===== config.mk =====
export PLATFORM = sky130hd
export DESIGN_NAME = avcc_access_unit_scanner_flat
export DESIGN_NICKNAME = d
export VERILOG_FILES = /design/src/design/avcc_pkg.sv /design/src/design/avcc_if.sv /design/src/design/avcc_csr.sv /design/src/design/avcc_scan_core.sv /design/src/design/avcc_rsp_buf.sv /design/src/design/avcc_access_unit_scanner.sv /design/src/flat_wrapper.sv
export SDC_FILE = /design/constraint.sdc
export NUM_CORES = 1
export LEC_CHECK = 0
export ABC_AREA = 1
export BUFFER_PORTS_ARGS = -buffer_cell sky130_fd_sc_hd__buf_2
export CAP_MARGIN = 20
export CORE_MARGIN = 5
export CORE_UTILIZATION = 45
export DETAILED_ROUTE_END_ITERATION = 8
export PLACE_DENSITY = 0.73
export SYNTH_ARGS = -nofsm -noshare
export SYNTH_HDL_FRONTEND = slang
export SYNTH_SLANG_ARGS = --single-unit

===== constraint.sdc =====
create_clock -name clock -period 8.9 [get_ports clock]
set_input_delay 0.89 -clock clock [delete_from_list [all_inputs] [get_ports clock]]
set_output_delay 0.89 -clock clock [all_outputs]
set_load 0.02 [all_outputs]

===== src/design/avcc_pkg.sv =====
// avcc_pkg: shared constants, register indexes and types for the access-unit scanner
// no dependencies; imported by the interfaces and every module of the block

package avcc_pkg;

   // byte position counter width and its saturation value
   localparam int POS_BITS = 17;
   localparam logic [POS_BITS-1:0] POS_MAX = '1;

   // widths of register and result fields
   localparam int CFG_BITS   = 17;
   localparam int UNIT_BITS  = 4;
   localparam int FLEN_BITS  = 17;
   localparam int DATA_BITS  = 8;
   localparam int CSR_IDX_BITS = 2;

   // unit end offsets hold a position plus a length
   localparam int END_BITS = ((POS_BITS > CFG_BITS) ? POS_BITS : CFG_BITS) + 1;

   // length prefix is four bytes, accumulated into a full word
   localparam int PREFIX_BYTES = 4;
   localparam int ACC_BITS     = PREFIX_BYTES * DATA_BITS;

   // register indexes
   localparam logic [CSR_IDX_BITS-1:0] CSR_BUFFER_CAP = 2'd0;
   localparam logic [CSR_IDX_BITS-1:0] CSR_MAX_LENGTH = 2'd1;
   localparam logic [CSR_IDX_BITS-1:0] CSR_MAX_UNITS  = 2'd2;

   // register reset values
   localparam logic [CFG_BITS-1:0]  CAP_RESET       = 17'd120000;
   localparam logic [CFG_BITS-1:0]  MAX_LEN_RESET   = 17'd120000;
   localparam logic [UNIT_BITS-1:0] MAX_UNITS_RESET = 4'd8;

   // nal header fields
   localparam int HDR_FORBIDDEN_BIT = 7;
   localparam int HDR_TYPE_BITS     = 5;
   localparam logic [HDR_TYPE_BITS-1:0] NAL_TYPE_SLICE = 5'd1;
   localparam logic [HDR_TYPE_BITS-1:0] NAL_TYPE_IDR   = 5'd5;
   localparam logic [ACC_BITS-1:0]      MIN_UNIT_LENGTH = 32'd2;

   typedef struct packed {
      logic [CFG_BITS-1:0]  buffer_cap;
      logic [CFG_BITS-1:0]  max_length;
      logic [UNIT_BITS-1:0] max_units;
   } cfg_type;

   typedef struct packed {
      logic                 frame_ok;
      logic [FLEN_BITS-1:0] frame_length;
      logic [UNIT_BITS-1:0] units_seen;
   } rsp_type;

endpackage


===== src/design/avcc_if.sv =====
// avcc channel interfaces: byte input, frame result and register write
// depends on avcc_pkg for field widths

interface avcc_req_if;
   import avcc_pkg::*;
   logic                 valid;
   logic                 ready;
   logic [DATA_BITS-1:0] data_byte;
   logic                 last_byte;
   modport source (output valid, output data_byte, output last_byte, input ready);
   modport sink   (input valid, input data_byte, input last_byte, output ready);
endinterface

interface avcc_rsp_if;
   import avcc_pkg::*;
   logic                 valid;
   logic                 ready;
   logic                 frame_ok;
   logic [FLEN_BITS-1:0] frame_length;
   logic [UNIT_BITS-1:0] units_seen;
   modport source (output valid, output frame_ok, output frame_length, output units_seen,
                   input ready);
   modport sink   (input valid, input frame_ok, input frame_length, input units_seen,
                   output ready);
endinterface

interface avcc_csr_if;
   import avcc_pkg::*;
   logic                    valid;
   logic                    ready;
   logic [CSR_IDX_BITS-1:0] index;
   logic [CFG_BITS-1:0]     data;
   modport source (output valid, output index, output data, input ready);
   modport sink   (input valid, input index, input data, output ready);
endinterface


===== src/design/avcc_csr.sv =====
// avcc_csr: configuration registers of the scanner, written through the csr channel
// depends on avcc_pkg for register indexes, reset values and cfg_type

module avcc_csr (
   input  logic                              clock,
   input  logic                              reset,
   input  logic                              wr_valid,
   output logic                              wr_ready,
   input  logic [avcc_pkg::CSR_IDX_BITS-1:0] wr_index,
   input  logic [avcc_pkg::CFG_BITS-1:0]     wr_data,
   output avcc_pkg::cfg_type                 cfg
);
   import avcc_pkg::*;

   cfg_type cfg_ff, cfg_in;

   // always ready; a write to an unknown index is dropped
   assign wr_ready = 1'b1;

   always_comb begin
      cfg_in = cfg_ff;
      if (wr_valid) begin
         unique case (wr_index)
            CSR_BUFFER_CAP: cfg_in.buffer_cap = wr_data;
            CSR_MAX_LENGTH: cfg_in.max_length = wr_data;
            CSR_MAX_UNITS:  cfg_in.max_units  = wr_data[UNIT_BITS-1:0];
            default:        cfg_in = cfg_ff;
         endcase
      end
   end

   always_ff @(posedge clock) begin
      if (reset) begin
         cfg_ff.buffer_cap <= CAP_RESET;
         cfg_ff.max_length <= MAX_LEN_RESET;
         cfg_ff.max_units  <= MAX_UNITS_RESET;
      end else begin
         cfg_ff <= cfg_in;
      end
   end

   assign cfg = cfg_ff;

endmodule


===== src/design/avcc_scan_core.sv =====
// avcc_scan_core: input register plus the per-byte nal walk and scan state
// depends on avcc_pkg for widths, header constants, cfg_type and rsp_type

module avcc_scan_core (
   input  logic                           clock,
   input  logic                           reset,
   input  avcc_pkg::cfg_type              cfg,
   input  logic                           in_valid,
   output logic                           in_ready,
   input  logic [avcc_pkg::DATA_BITS-1:0] in_byte,
   input  logic                           in_last,
   input  logic                           out_free,
   output logic                           push,
   output avcc_pkg::rsp_type              push_rsp
);
   import avcc_pkg::*;

   // input register
   logic                 hold_valid_ff, hold_valid_in;
   logic [DATA_BITS-1:0] hold_byte_ff;
   logic                 hold_last_ff;

   // scan state
   logic [POS_BITS-1:0]  pos_ff, pos_in;
   logic [END_BITS-1:0]  next_prefix_ff, next_prefix_in;
   logic [ACC_BITS-1:0]  len_acc_ff, len_acc_in;
   logic [UNIT_BITS-1:0] units_ff, units_in;
   logic                 stopped_ff, stopped_in;
   logic                 found_ff, found_in;
   logic [END_BITS-1:0]  slice_end_ff, slice_end_in;

   logic                 advance;
   logic                 counted;
   logic                 parse;
   logic [END_BITS-1:0]  offset;
   logic [END_BITS-1:0]  unit_end;
   logic [UNIT_BITS-1:0] units_inc;
   logic [HDR_TYPE_BITS-1:0] hdr_type;
   logic [POS_BITS-1:0]  pos_step;
   logic [END_BITS-1:0]  size;
   logic                 ok;

   // held beat moves on unless it is a last byte facing a full result slot
   assign advance       = hold_valid_ff && (!hold_last_ff || out_free);
   assign in_ready      = !hold_valid_ff || advance;
   assign hold_valid_in = in_valid ? 1'b1 : (advance ? 1'b0 : hold_valid_ff);

   always_ff @(posedge clock) begin
      if (reset) begin
         hold_valid_ff <= 1'b0;
      end else begin
         hold_valid_ff <= hold_valid_in;
      end
   end

   always_ff @(posedge clock) begin
      if (in_valid && in_ready) begin
         hold_byte_ff <= in_byte;
         hold_last_ff <= in_last;
      end
   end

   // position counter and parse window
   assign counted  = pos_ff != POS_MAX;
   assign pos_step = counted ? pos_ff + 1'b1 : pos_ff;
   assign parse    = counted && (END_BITS'(pos_ff) < END_BITS'(cfg.buffer_cap)) &&
                     !stopped_ff && (END_BITS'(pos_ff) >= next_prefix_ff);
   assign offset   = END_BITS'(pos_ff) - next_prefix_ff;
   assign unit_end = END_BITS'(pos_ff) + END_BITS'(len_acc_ff[CFG_BITS-1:0]);
   assign units_inc = units_ff + 1'b1;
   assign hdr_type  = hold_byte_ff[HDR_TYPE_BITS-1:0];

   // prefix accumulation and header checks
   always_comb begin
      pos_in         = pos_ff;
      next_prefix_in = next_prefix_ff;
      len_acc_in     = len_acc_ff;
      units_in       = units_ff;
      stopped_in     = stopped_ff;
      found_in       = found_ff;
      slice_end_in   = slice_end_ff;
      if (advance) begin
         pos_in = pos_step;
         if (parse && offset < END_BITS'(PREFIX_BYTES)) begin
            len_acc_in = {len_acc_ff[ACC_BITS-DATA_BITS-1:0], hold_byte_ff};
         end else if (parse && offset == END_BITS'(PREFIX_BYTES)) begin
            len_acc_in = '0;
            priority if (units_ff >= cfg.max_units) begin
               stopped_in = 1'b1;
            end else if (len_acc_ff < MIN_UNIT_LENGTH ||
                         len_acc_ff > ACC_BITS'(cfg.max_length)) begin
               stopped_in = 1'b1;
            end else if (hold_byte_ff[HDR_FORBIDDEN_BIT]) begin
               stopped_in = 1'b1;
            end else begin
               next_prefix_in = unit_end;
               units_in       = units_inc;
               if (hdr_type == NAL_TYPE_SLICE || hdr_type == NAL_TYPE_IDR) begin
                  found_in     = 1'b1;
                  slice_end_in = unit_end;
                  stopped_in   = 1'b1;
               end else if (units_inc >= cfg.max_units) begin
                  stopped_in = 1'b1;
               end
            end
         end
      end
   end

   // frame verdict on the last byte, from the updated state
   assign size = (END_BITS'(pos_in) < END_BITS'(cfg.buffer_cap)) ?
                 END_BITS'(pos_in) : END_BITS'(cfg.buffer_cap);
   assign ok   = found_in && (slice_end_in != '0) && (slice_end_in <= size);

   assign push                  = advance && hold_last_ff;
   assign push_rsp.frame_ok     = ok;
   assign push_rsp.frame_length = ok ? slice_end_in[FLEN_BITS-1:0] : '0;
   assign push_rsp.units_seen   = units_in;

   // state register; a last byte starts the next buffer afresh
   always_ff @(posedge clock) begin
      if (reset || push) begin
         pos_ff         <= '0;
         next_prefix_ff <= '0;
         len_acc_ff     <= '0;
         units_ff       <= '0;
         stopped_ff     <= 1'b0;
         found_ff       <= 1'b0;
         slice_end_ff   <= '0;
      end else begin
         pos_ff         <= pos_in;
         next_prefix_ff <= next_prefix_in;
         len_acc_ff     <= len_acc_in;
         units_ff       <= units_in;
         stopped_ff     <= stopped_in;
         found_ff       <= found_in;
         slice_end_ff   <= slice_end_in;
      end
   end

endmodule


===== src/design/avcc_rsp_buf.sv =====
// avcc_rsp_buf: result register that holds one frame verdict until it is taken
// depends on avcc_pkg for rsp_type

module avcc_rsp_buf (
   input  logic              clock,
   input  logic              reset,
   input  logic              push,
   input  avcc_pkg::rsp_type push_rsp,
   output logic              free,
   output logic              out_valid,
   input  logic              out_ready,
   output avcc_pkg::rsp_type out_rsp
);
   import avcc_pkg::*;

   logic    valid_ff, valid_in;
   rsp_type rsp_ff;

   // slot is free when empty or drained this cycle
   assign free     = !valid_ff || out_ready;
   assign valid_in = push ? 1'b1 : (out_ready ? 1'b0 : valid_ff);

   always_ff @(posedge clock) begin
      if (reset) begin
         valid_ff <= 1'b0;
      end else begin
         valid_ff <= valid_in;
      end
   end

   always_ff @(posedge clock) begin
      if (push) begin
         rsp_ff <= push_rsp;
      end
   end

   assign out_valid = valid_ff;
   assign out_rsp   = rsp_ff;

endmodule


===== src/design/avcc_access_unit_scanner.sv =====
// avcc_access_unit_scanner: top level of the avcc nal length-prefix scanner
// depends on avcc_pkg, the avcc channel interfaces, avcc_csr, avcc_scan_core, avcc_rsp_buf
//
//   channel   role   beat
//   req_bus   sink   data_byte, last_byte
//   rsp_bus   source frame_ok, frame_length, units_seen (one per last byte)
//   csr_bus   sink   index, data (register write, always ready)
//
// one byte per cycle sustained unless a last byte waits on a full result slot; each
// byte is held in the input register, its scan update is made from there, and the
// verdict for a last byte is registered in the result register that drives rsp_bus.
// synchronous active-high reset clears scan state and loads register defaults.
// a stalled verdict holds its last byte in the input register, and input stalls behind it.

module avcc_access_unit_scanner (
   input  logic        clock,
   input  logic        reset,
   avcc_req_if.sink    req_bus,
   avcc_rsp_if.source  rsp_bus,
   avcc_csr_if.sink    csr_bus
);
   import avcc_pkg::*;

   cfg_type cfg;
   rsp_type push_rsp;
   rsp_type out_rsp;
   logic    push;
   logic    out_free;

   // configuration registers
   avcc_csr u_csr (
      .clock    (clock),
      .reset    (reset),
      .wr_valid (csr_bus.valid),
      .wr_ready (csr_bus.ready),
      .wr_index (csr_bus.index),
      .wr_data  (csr_bus.data),
      .cfg      (cfg)
   );

   // byte walk
   avcc_scan_core u_core (
      .clock    (clock),
      .reset    (reset),
      .cfg      (cfg),
      .in_valid (req_bus.valid),
      .in_ready (req_bus.ready),
      .in_byte  (req_bus.data_byte),
      .in_last  (req_bus.last_byte),
      .out_free (out_free),
      .push     (push),
      .push_rsp (push_rsp)
   );

   // result register
   avcc_rsp_buf u_rsp (
      .clock     (clock),
      .reset     (reset),
      .push      (push),
      .push_rsp  (push_rsp),
      .free      (out_free),
      .out_valid (rsp_bus.valid),
      .out_ready (rsp_bus.ready),
      .out_rsp   (out_rsp)
   );

   assign rsp_bus.frame_ok     = out_rsp.frame_ok;
   assign rsp_bus.frame_length = out_rsp.frame_length;
   assign rsp_bus.units_seen   = out_rsp.units_seen;

`ifndef SYNTHESIS
   // a failed frame always reports a zero length
   a_fail_zero_len : assert property (@(posedge clock) disable iff (reset)
      (rsp_bus.valid && !rsp_bus.frame_ok) |-> (rsp_bus.frame_length == '0))
      else $error("failed frame with nonzero length");

   // a good frame ends past at least one prefix and header
   a_ok_nonzero_len : assert property (@(posedge clock) disable iff (reset)
      (rsp_bus.valid && rsp_bus.frame_ok) |-> (rsp_bus.frame_length != '0))
      else $error("good frame with zero length");

   // a verdict is only written into a free result slot
   a_push_free : assert property (@(posedge clock) disable iff (reset)
      push |-> (!rsp_bus.valid || rsp_bus.ready))
      else $error("verdict overwrote a pending result");

   // with no pending result the input side never stalls
   a_ready_when_empty : assert property (@(posedge clock) disable iff (reset)
      !rsp_bus.valid |-> req_bus.ready)
      else $error("input stalled with an empty result slot");
`endif

endmodule

===== src/flat_wrapper.sv =====
// flat-port wrapper written by rule: the top's interface ports become plain ports
module avcc_access_unit_scanner_flat import avcc_pkg::*;
  (clock, reset, req_bus_valid, req_bus_data_byte, req_bus_last_byte, req_bus_ready, rsp_bus_valid, rsp_bus_frame_ok, rsp_bus_frame_length, rsp_bus_units_seen, rsp_bus_ready, csr_bus_valid, csr_bus_index, csr_bus_data, csr_bus_ready);
  avcc_req_if req_bus_i ();
  avcc_rsp_if rsp_bus_i ();
  avcc_csr_if csr_bus_i ();
  input  logic clock;
  input  logic reset;
  input wire logic [$bits(req_bus_i.valid)-1:0] req_bus_valid;
  input wire logic [$bits(req_bus_i.data_byte)-1:0] req_bus_data_byte;
  input wire logic [$bits(req_bus_i.last_byte)-1:0] req_bus_last_byte;
  output wire logic [$bits(req_bus_i.ready)-1:0] req_bus_ready;
  output wire logic [$bits(rsp_bus_i.valid)-1:0] rsp_bus_valid;
  output wire logic [$bits(rsp_bus_i.frame_ok)-1:0] rsp_bus_frame_ok;
  output wire logic [$bits(rsp_bus_i.frame_length)-1:0] rsp_bus_frame_length;
  output wire logic [$bits(rsp_bus_i.units_seen)-1:0] rsp_bus_units_seen;
  input wire logic [$bits(rsp_bus_i.ready)-1:0] rsp_bus_ready;
  input wire logic [$bits(csr_bus_i.valid)-1:0] csr_bus_valid;
  input wire logic [$bits(csr_bus_i.index)-1:0] csr_bus_index;
  input wire logic [$bits(csr_bus_i.data)-1:0] csr_bus_data;
  output wire logic [$bits(csr_bus_i.ready)-1:0] csr_bus_ready;
  assign req_bus_i.valid = req_bus_valid;
  assign req_bus_i.data_byte = req_bus_data_byte;
  assign req_bus_i.last_byte = req_bus_last_byte;
  assign req_bus_ready = req_bus_i.ready;
  assign rsp_bus_valid = rsp_bus_i.valid;
  assign rsp_bus_frame_ok = rsp_bus_i.frame_ok;
  assign rsp_bus_frame_length = rsp_bus_i.frame_length;
  assign rsp_bus_units_seen = rsp_bus_i.units_seen;
  assign rsp_bus_i.ready = rsp_bus_ready;
  assign csr_bus_i.valid = csr_bus_valid;
  assign csr_bus_i.index = csr_bus_index;
  assign csr_bus_i.data = csr_bus_data;
  assign csr_bus_ready = csr_bus_i.ready;
  avcc_access_unit_scanner u_core (.clock(clock), .reset(reset), .req_bus(req_bus_i), .rsp_bus(rsp_bus_i), .csr_bus(csr_bus_i));
endmodule

* Yosys cells after proc, flatten, opt, wreduce, memory -nomap -nowiden
Cells that the tools add are included.
Word-level totals: latch bits 0, input bits 33, register bits after elaboration 162, logic and storage cells 106, bits in read-only memories 0, output and inout port bits 25, memories kept 0, bits in writable memories 0
Cells by class: muxes and demuxes 34, order comparisons 9, shift-type cells 0, eq/ne operators 6, add/subtract/negate cells 4, div/mod/pow operators 0, reduce and logical (&&, ||, !) cells 32, multipliers 0, bitwise operators 4
Operators by type and width (count):
- two-way mux 18 bit | 7
- two-way mux 32 bit | 2
- two-way mux 17 bit | 3
- less-than comparator 17 bit | 2
- > comparator 32 x 17 -> 1 bit | 1
- less-than comparator 32 x 2 -> 1 bit, second input constant | 1
- two-way mux 4 bit | 6
- adder 17 x 17 -> 18 bit | 1
- == test 18 x 3 -> 1 bit, second input constant | 1
- >= comparator 17 x 18 -> 1 bit | 1
- <= comparator 18 x 17 -> 1 bit | 1
- less-than comparator 18 x 3 -> 1 bit, second input constant | 1
- nonzero test 18 bit | 1
- subtractor 17 x 18 -> 18 bit | 1
- adder 17 x 1 -> 17 bit, second input constant | 1
- != test 17 bit, second input constant | 1
- two-way mux 1 bit | 16
- logical AND 1 bit | 10
- >= comparator 4 bit | 2
- AND reduction 2 bit | 4
- logical OR 1 bit | 6
- AND reduction 6 bit | 1
- nonzero test 2 bit | 3
- == test 5 x 1 -> 1 bit, second input constant | 1
- 9 further kinds | 15

* Logic depth before layout (Yosys ltp)
depth after elaboration 12, depth in mapped cells 38, depth with buffers taken out 36

* Modules after synthesis
A second synthesis with hierarchy kept.
Unflattened totals: cells, all modules 1633, area, all modules 11001.8 um2
By module, submodules not included:
- avcc_scan_core | seq. area each 2112.0 um2, times used 1, cells each 1386, area an instance 8738.4 um2
- avcc_csr | seq. area each 760.7 um2, times used 1, cells each 220, area an instance 1560.2 um2
- avcc_rsp_buf | seq. area each 680.7 um2, times used 1, cells each 27, area an instance 703.2 um2

* Worst setup path before layout
OpenSTA, ideal clock, no wires.
kind input to register, start point in rsp_bus_ready, end point reg u_core.u_rsp.rsp_ff (netlist bit u_core.u_rsp.out_rsp[11]) (data pin), cell stages on the path 35, setup time 0.256 ns, slack 3.681 ns, required time 8.644 ns, path buffers 2, arrival time 4.963 ns, cell sequence nor2_1 -> nand2_1 -> nand2_1 -> inv_1 -> nand2_1 -> nor3_1 -> xor2_1 -> inv_1 -> ha_1 -> nand2_1 -> o21ai_0 -> a21oi_1 -> nor2_1 -> nor2_1 -> o21ai_0 -> a21oi_1 -> nor2_1 -> nor2_1 -> o221ai_1 -> clkbuf_1 -> o21ai_0 -> ha_1 -> nand4_1 -> inv_1 -> o211ai_1 -> nand4_1 -> a21oi_1 -> o21ai_0 -> a21oi_1 -> a31o_2 -> nand2_1 -> nor2_2 -> nand2_4 -> buf_12 -> nor2_2
On the way: longest elaborated chain between the ends 8, elaborated cells between the ends (all ways) 12, classes of those cells 2 x order compare; 4 x mux; 6 x reduce/logical
Ends and longest elaborated chain:
- start, declared | line flat_wrapper.sv:17 | input wire logic [$bits(rsp_bus_i.ready)-1:0] rsp_bus_ready;
- logical OR 1 bit * | line avcc_rsp_buf.sv:20 | assign free = !valid_ff || out_ready;
- logical OR 1 bit * | line avcc_scan_core.sv:44 | assign advance = hold_valid_ff && (!hold_last_ff || out_free);
- logical AND 1 bit * | line avcc_scan_core.sv:44
- two-way mux 17 bit * | line avcc_scan_core.sv:82 | if (advance) begin
- net u_core.u_core.pos_in[4] | line avcc_scan_core.sv:24 | logic [POS_BITS-1:0] pos_ff, pos_in;
- less-than comparator 17 bit | line avcc_scan_core.sv:111 | assign size = (END_BITS'(pos_in) < END_BITS'(cfg.buffer_cap)) ?
- two-way mux 17 bit * | line avcc_scan_core.sv:111
- <= comparator 18 x 17 -> 1 bit * | line avcc_scan_core.sv:113 | assign ok = found_in && (slice_end_in != '0) && (slice_end_in <= size);
- logical AND 1 bit * | line avcc_scan_core.sv:113
- end signal, assigned | line avcc_rsp_buf.sv:33 | rsp_ff <= push_rsp;
- end, declared | line avcc_rsp_buf.sv:17 | rsp_type rsp_ff;
Mark *: on every way through the listed nets, which the timed path passes. The rest lies on a longest branch. A chain may end at the register's enable or synchronous reset.

* Worst setup path after layout
start point reg u_core.u_core.pos_ff[6], end point reg u_core.u_rsp.rsp_ff (netlist bit u_core.u_rsp.out_rsp[10]) (data pin)
On the way: elaborated cells between the ends (all ways) 31, classes of those cells 3 x add/sub; 5 x order compare; 2 x eq/ne; 13 x mux; 8 x reduce/logical
RTL lines:
- start, declared | line avcc_scan_core.sv:24
- start signal, assigned | line avcc_scan_core.sv:131 | pos_ff <= pos_in;
- != test 17 bit * | line avcc_scan_core.sv:64 | assign counted = pos_ff != POS_MAX;
- two-way mux 17 bit * | line avcc_scan_core.sv:65 | assign pos_step = counted ? pos_ff + 1'b1 : pos_ff;
- two-way mux 17 bit * | line avcc_scan_core.sv:82
- net u_core.u_core.pos_in[4] | line avcc_scan_core.sv:24
- less-than comparator 17 bit | line avcc_scan_core.sv:111
- two-way mux 17 bit * | line avcc_scan_core.sv:111
- <= comparator 18 x 17 -> 1 bit * | line avcc_scan_core.sv:113
- logical AND 1 bit * | line avcc_scan_core.sv:113
Marked as above.

==> flow_metrics.env <==
export IMPL_num_antenna_cells=0
export IMPL_vdd_drop_max_v=0.0001344
export IMPL_crit_start="u_core.u_core.pos_ff[6]"
export IMPL_overflow=0
export IMPL_drt_pass1_iter_count=5
export IMPL_holdWs_ns=0.4546
export IMPL_drtIter0Drc=652
export IMPL_drv_cap=0
export IMPL_period_share_pct=66.18
export IMPL_fin_tns_setup_ns=0
export IMPL_min_from="u_core.u_core.stopped_ff"
export IMPL_synth_main_ff_cell="dfxtp_1"
export IMPL_combPwrFrac_pct=8.6
export IMPL_drt_antenna_violating_nets=0
export IMPL_synth_compound_area_share_pct=12.56
export IMPL_ctsHoldBuffers=0
export IMPL_reg2reg_depth=33
export IMPL_nNetsFinal=1629
export IMPL_numCtsBuffers=17
export IMPL_grt_max_degree=54
export IMPL_tightest_slew_ns=1.055
export IMPL_postSynthCellCount=1439
export IMPL_grt_pass1_wl_um=44860
export IMPL_timing_rr_start="u_core.u_core.pos_ff[6]"
export IMPL_grt_total_usage_pct=21.44
export IMPL_cp_endpoint="u_core.u_rsp.out_rsp[10]"
export IMPL_crit_top_cell="nor2_1"
export IMPL_hold_violations=0
export IMPL_core_um2=22640
export IMPL_cts_tree="done"
export IMPL_max_clock_freq_ghz=0.1698
export IMPL_switching_share_pct=26.87
export IMPL_yosys_area_share_simple_pct=26.62
export IMPL_synth_top_family_by_area="simple AND/OR/NAND/NOR gates"
export IMPL_yosys_warnings=0
export IMPL_antenna_found_initial=0
export IMPL_vias_per_cell=5.233
export IMPL_post_cts_buffers=0
export IMPL_nFillCells=2162
export IMPL_dpl_worst_slack_ns=2.491
export IMPL_slew_violations=0
export IMPL_slew_headroom_pct=29.56
export IMPL_routabilityCongestion=0.9816
export IMPL_powerDensity_nw_per_um2=143.0
export IMPL_synth_edff_count=31
export IMPL_drc=0
export IMPL_start_kind="flop"
export IMPL_synthToLayoutAreaGrowth_pct=10.72
export IMPL_worstHoldPathCells=2
export IMPL_p_switching_w=0.0004403
export IMPL_muxShareOfSynthArea_pct=0.1329
export IMPL_yosys_cell_types_count=49
export IMPL_portBuffers=56
export IMPL_cts_resized=0
export IMPL_ios=58
export IMPL_p_seq_share_pct=47.0
export IMPL_async_reset_ff_share_pct=0
export IMPL_crit_path_max_incr_delay_ns=0.63
export IMPL_drive_gt1_share_pct=10.61
export IMPL_ys_ff_latch=162
export IMPL_synth_adder_area_share_pct=13.49
export IMPL_die_h_um=161.7
export IMPL_synthXorXnorAreaFrac_pct=2.707
export IMPL_synth_fp_nets=1583
export IMPL_power_w=0.001639
export IMPL_rr_endpoint="u_core.u_rsp.out_rsp[10]"
export IMPL_rsz0062_at_grt="no"
export IMPL_via_count=9331
export IMPL_cp_end_kind="flop"
export IMPL_first_global_vias=8721
export IMPL_dp_hpwl_um=21430
export IMPL_clock_latency_ns=0.44
export IMPL_synth_seq_area_share_pct=34.32
export IMPL_cp_data_required_time_ns=9.07
export IMPL_clkTransAtPathRegs_ns=0.07
export IMPL_num_rows=55
export IMPL_start_util_pct=45.73
export IMPL_p_leak_nw=5.711
export IMPL_worst_setup_path_type="flop to flop"
export IMPL_die_area_um2=26140
export IMPL_root_buffer="clkbuf_16"
export IMPL_avgSynthCellArea_um2=7.195
export IMPL_cts_max_path_buffers=2
export IMPL_worstPathArrival_ns=6.06
export IMPL_internal_power_w=0.001199
export IMPL_wl_per_cell_um=15.63
export IMPL_hold_class="flop to flop"
export IMPL_worst_slack_ns=3.010
export IMPL_synth_area_um2=10350
export IMPL_h_tree_depth=4
export IMPL_critPathSlowestCell="dfxtp_1"
export IMPL_finClkSkew_ns=0.01141
export IMPL_setup_viol=0
export IMPL_r2r_slack_ns=3.01
export IMPL_status="finished, final reports clean"
export IMPL_cp_max_fo=18
export IMPL_wirelength_um=27870
export IMPL_cts_sinks=162
export IMPL_die_x_um=161.7
export IMPL_final_min_clock_period_ns=5.890
export IMPL_pwr_share_clk_pct=44.4
placed cells by master, fill, tap and decap left out, types with 31 or more instances in the layout:
| cell type | synthesis | final |
|---|---|---|
| buf_2 | 1 | 56 |
| dfxtp_1 | 131 | 131 |
| nor2_1 | 148 | 147 |
| nand3_1 | 55 | 55 |
| ha_1 | 110 | 110 |
| edfxtp_1 | 31 | 31 |
| o21ai_0 | 59 | 59 |
| inv_1 | 224 | 224 |
| nand2_1 | 340 | 339 |
| a21oi_1 | 105 | 105 |
through the flow:
step                std cells  instance area [um^2]  util, %
finish                   1783                 11460    50.63
global route             1783                 11460    50.63
CTS                      1781                 11440    50.53
detailed placement       1749                 10860    47.97
global placement         1749                 10860    47.97
floorplan                1439                 10350        -
layout make-up:
type / instances / area (um^2) / area share (%)
Multi-Input combinational cell: 1008 / 5762 / 50.26
Sequential cell: 162 / 3553 / 31.00
Inverter: 234 / 878.3 / 7.662
Clock buffer: 19 / 464.2 / 4.049
Tap cell: 285 / 356.6 / 3.111
Timing Repair Buffer: 62 / 332.8 / 2.903
Clock inverter: 13 / 116.4 / 1.015
registers in the layout, summed over array words and instances, names as in the netlist:
register,cells
u_core.u_csr.cfg,38
u_core.u_core.len_acc_ff,32
u_core.u_rsp.out_rsp,22
u_core.u_core.next_prefix_ff,18
u_core.u_core.slice_end_ff,18
u_core.u_core.pos_ff,17
u_core.u_core.hold_byte_ff,8
u_core.u_core.units_ff,4
u_core.u_core.found_ff,1
u_core.u_core.hold_last_ff,1
u_core.u_core.hold_valid_ff,1
u_core.u_core.stopped_ff,1
u_core.u_rsp.out_valid,1
power by group through the flow:
stage | registers (W) | logic (W) | clock network (W)
6_report | 0.000771 | 0.000141 | 0.000727
5_1_grt | 0.000772 | 0.000158 | 0.000771
4_1_cts | 0.000771 | 0.000140 | 0.000739
3_5_place_dp | 0.000787 | 0.000138 | 0
3_3_place_gp | 0.000787 | 0.000136 | 0
2_1_floorplan | 0.000787 | 0.0000953 | 0
worst max-delay path: cells and delay by family (launching register included):
kind / cells / cell delay, ns
and+or+nand+nor: 17 / 2.11
AOI/OAI and AO/OA: 11 / 1.72
DFF: 1 / 0.63
adders and majority gates: 2 / 0.61
buffers and inverters: 2 / 0.33
xor gates and xnor gates: 1 / 0.20
metal layers:
metal / vias up / part of all wire [%] / global-route usage (%) / wire length [um]
li1: 4733 / - / - / -
met1: 4261 / 44 / 27.72 / 12360
met2: 280 / 47 / 36.65 / 13190
met3: 57 / 5.4 / 3.096 / 1492
met4: 0 / 3.0 / 7.805 / 826
met5: - / 0 / 0 / 0
synthesized netlist by cell type (2+ instances only):
| cell | count | area (um^2) |
|---|---|---|
| nand2_1 | 340 | 1276 |
| inv_1 | 224 | 840.8 |
| nor2_1 | 148 | 555.5 |
| dfxtp_1 | 131 | 2623 |
| ha_1 | 110 | 1376 |
| a21oi_1 | 105 | 525.5 |
| o21ai_0 | 59 | 295.3 |
| nand3_1 | 55 | 275.3 |
| edfxtp_1 | 31 | 930.9 |
| clkbuf_1 | 29 | 108.9 |
| xor2_1 | 29 | 254.0 |
| nand4_1 | 20 | 125.1 |
| nor3_1 | 20 | 100.1 |
| nand2_2 | 18 | 112.6 |
| a211oi_1 | 16 | 120.1 |
| o211ai_1 | 16 | 120.1 |
| nor2_4 | 11 | 123.9 |
| inv_2 | 9 | 33.78 |
| nor2_2 | 9 | 56.30 |
| o21bai_1 | 7 | 52.55 |
| a21o_1 | 4 | 30.03 |
| a31oi_1 | 4 | 25.02 |
| a21boi_0 | 3 | 22.52 |
| nand3_2 | 3 | 30.03 |
| nand3b_1 | 3 | 22.52 |
| o21a_1 | 3 | 22.52 |
| o21ai_2 | 3 | 26.28 |
| xnor2_1 | 3 | 26.28 |
| a31o_2 | 2 | 17.52 |
| buf_4 | 2 | 15.01 |
| buf_6 | 2 | 22.52 |
| nor4_1 | 2 | 12.51 |
| or2_2 | 2 | 12.51 |
how the worst min path moves through the flow:
stage,to
2_1_floorplan,u_core.u_core.stopped_ff
4_1_cts,u_core.u_core.stopped_ff
3_3_place_gp,u_core.u_core.stopped_ff
6_report,u_core.u_core.stopped_ff
5_1_grt,u_core.u_core.stopped_ff
3_5_place_dp,u_core.u_core.stopped_ff
kinds of logic after synthesis:
kind of cell / count (synthesis)
AO/OA/AOI/OAI: 226
XOR/XNOR: 32
adder cells (fa/ha/maj): 111
buffers and inverters: 269
flip-flops: 162
multiplexers: 1
other: 1
AND/OR/NAND/NOR: 637
No activity file was read; power rests on OpenSTA's default activity.
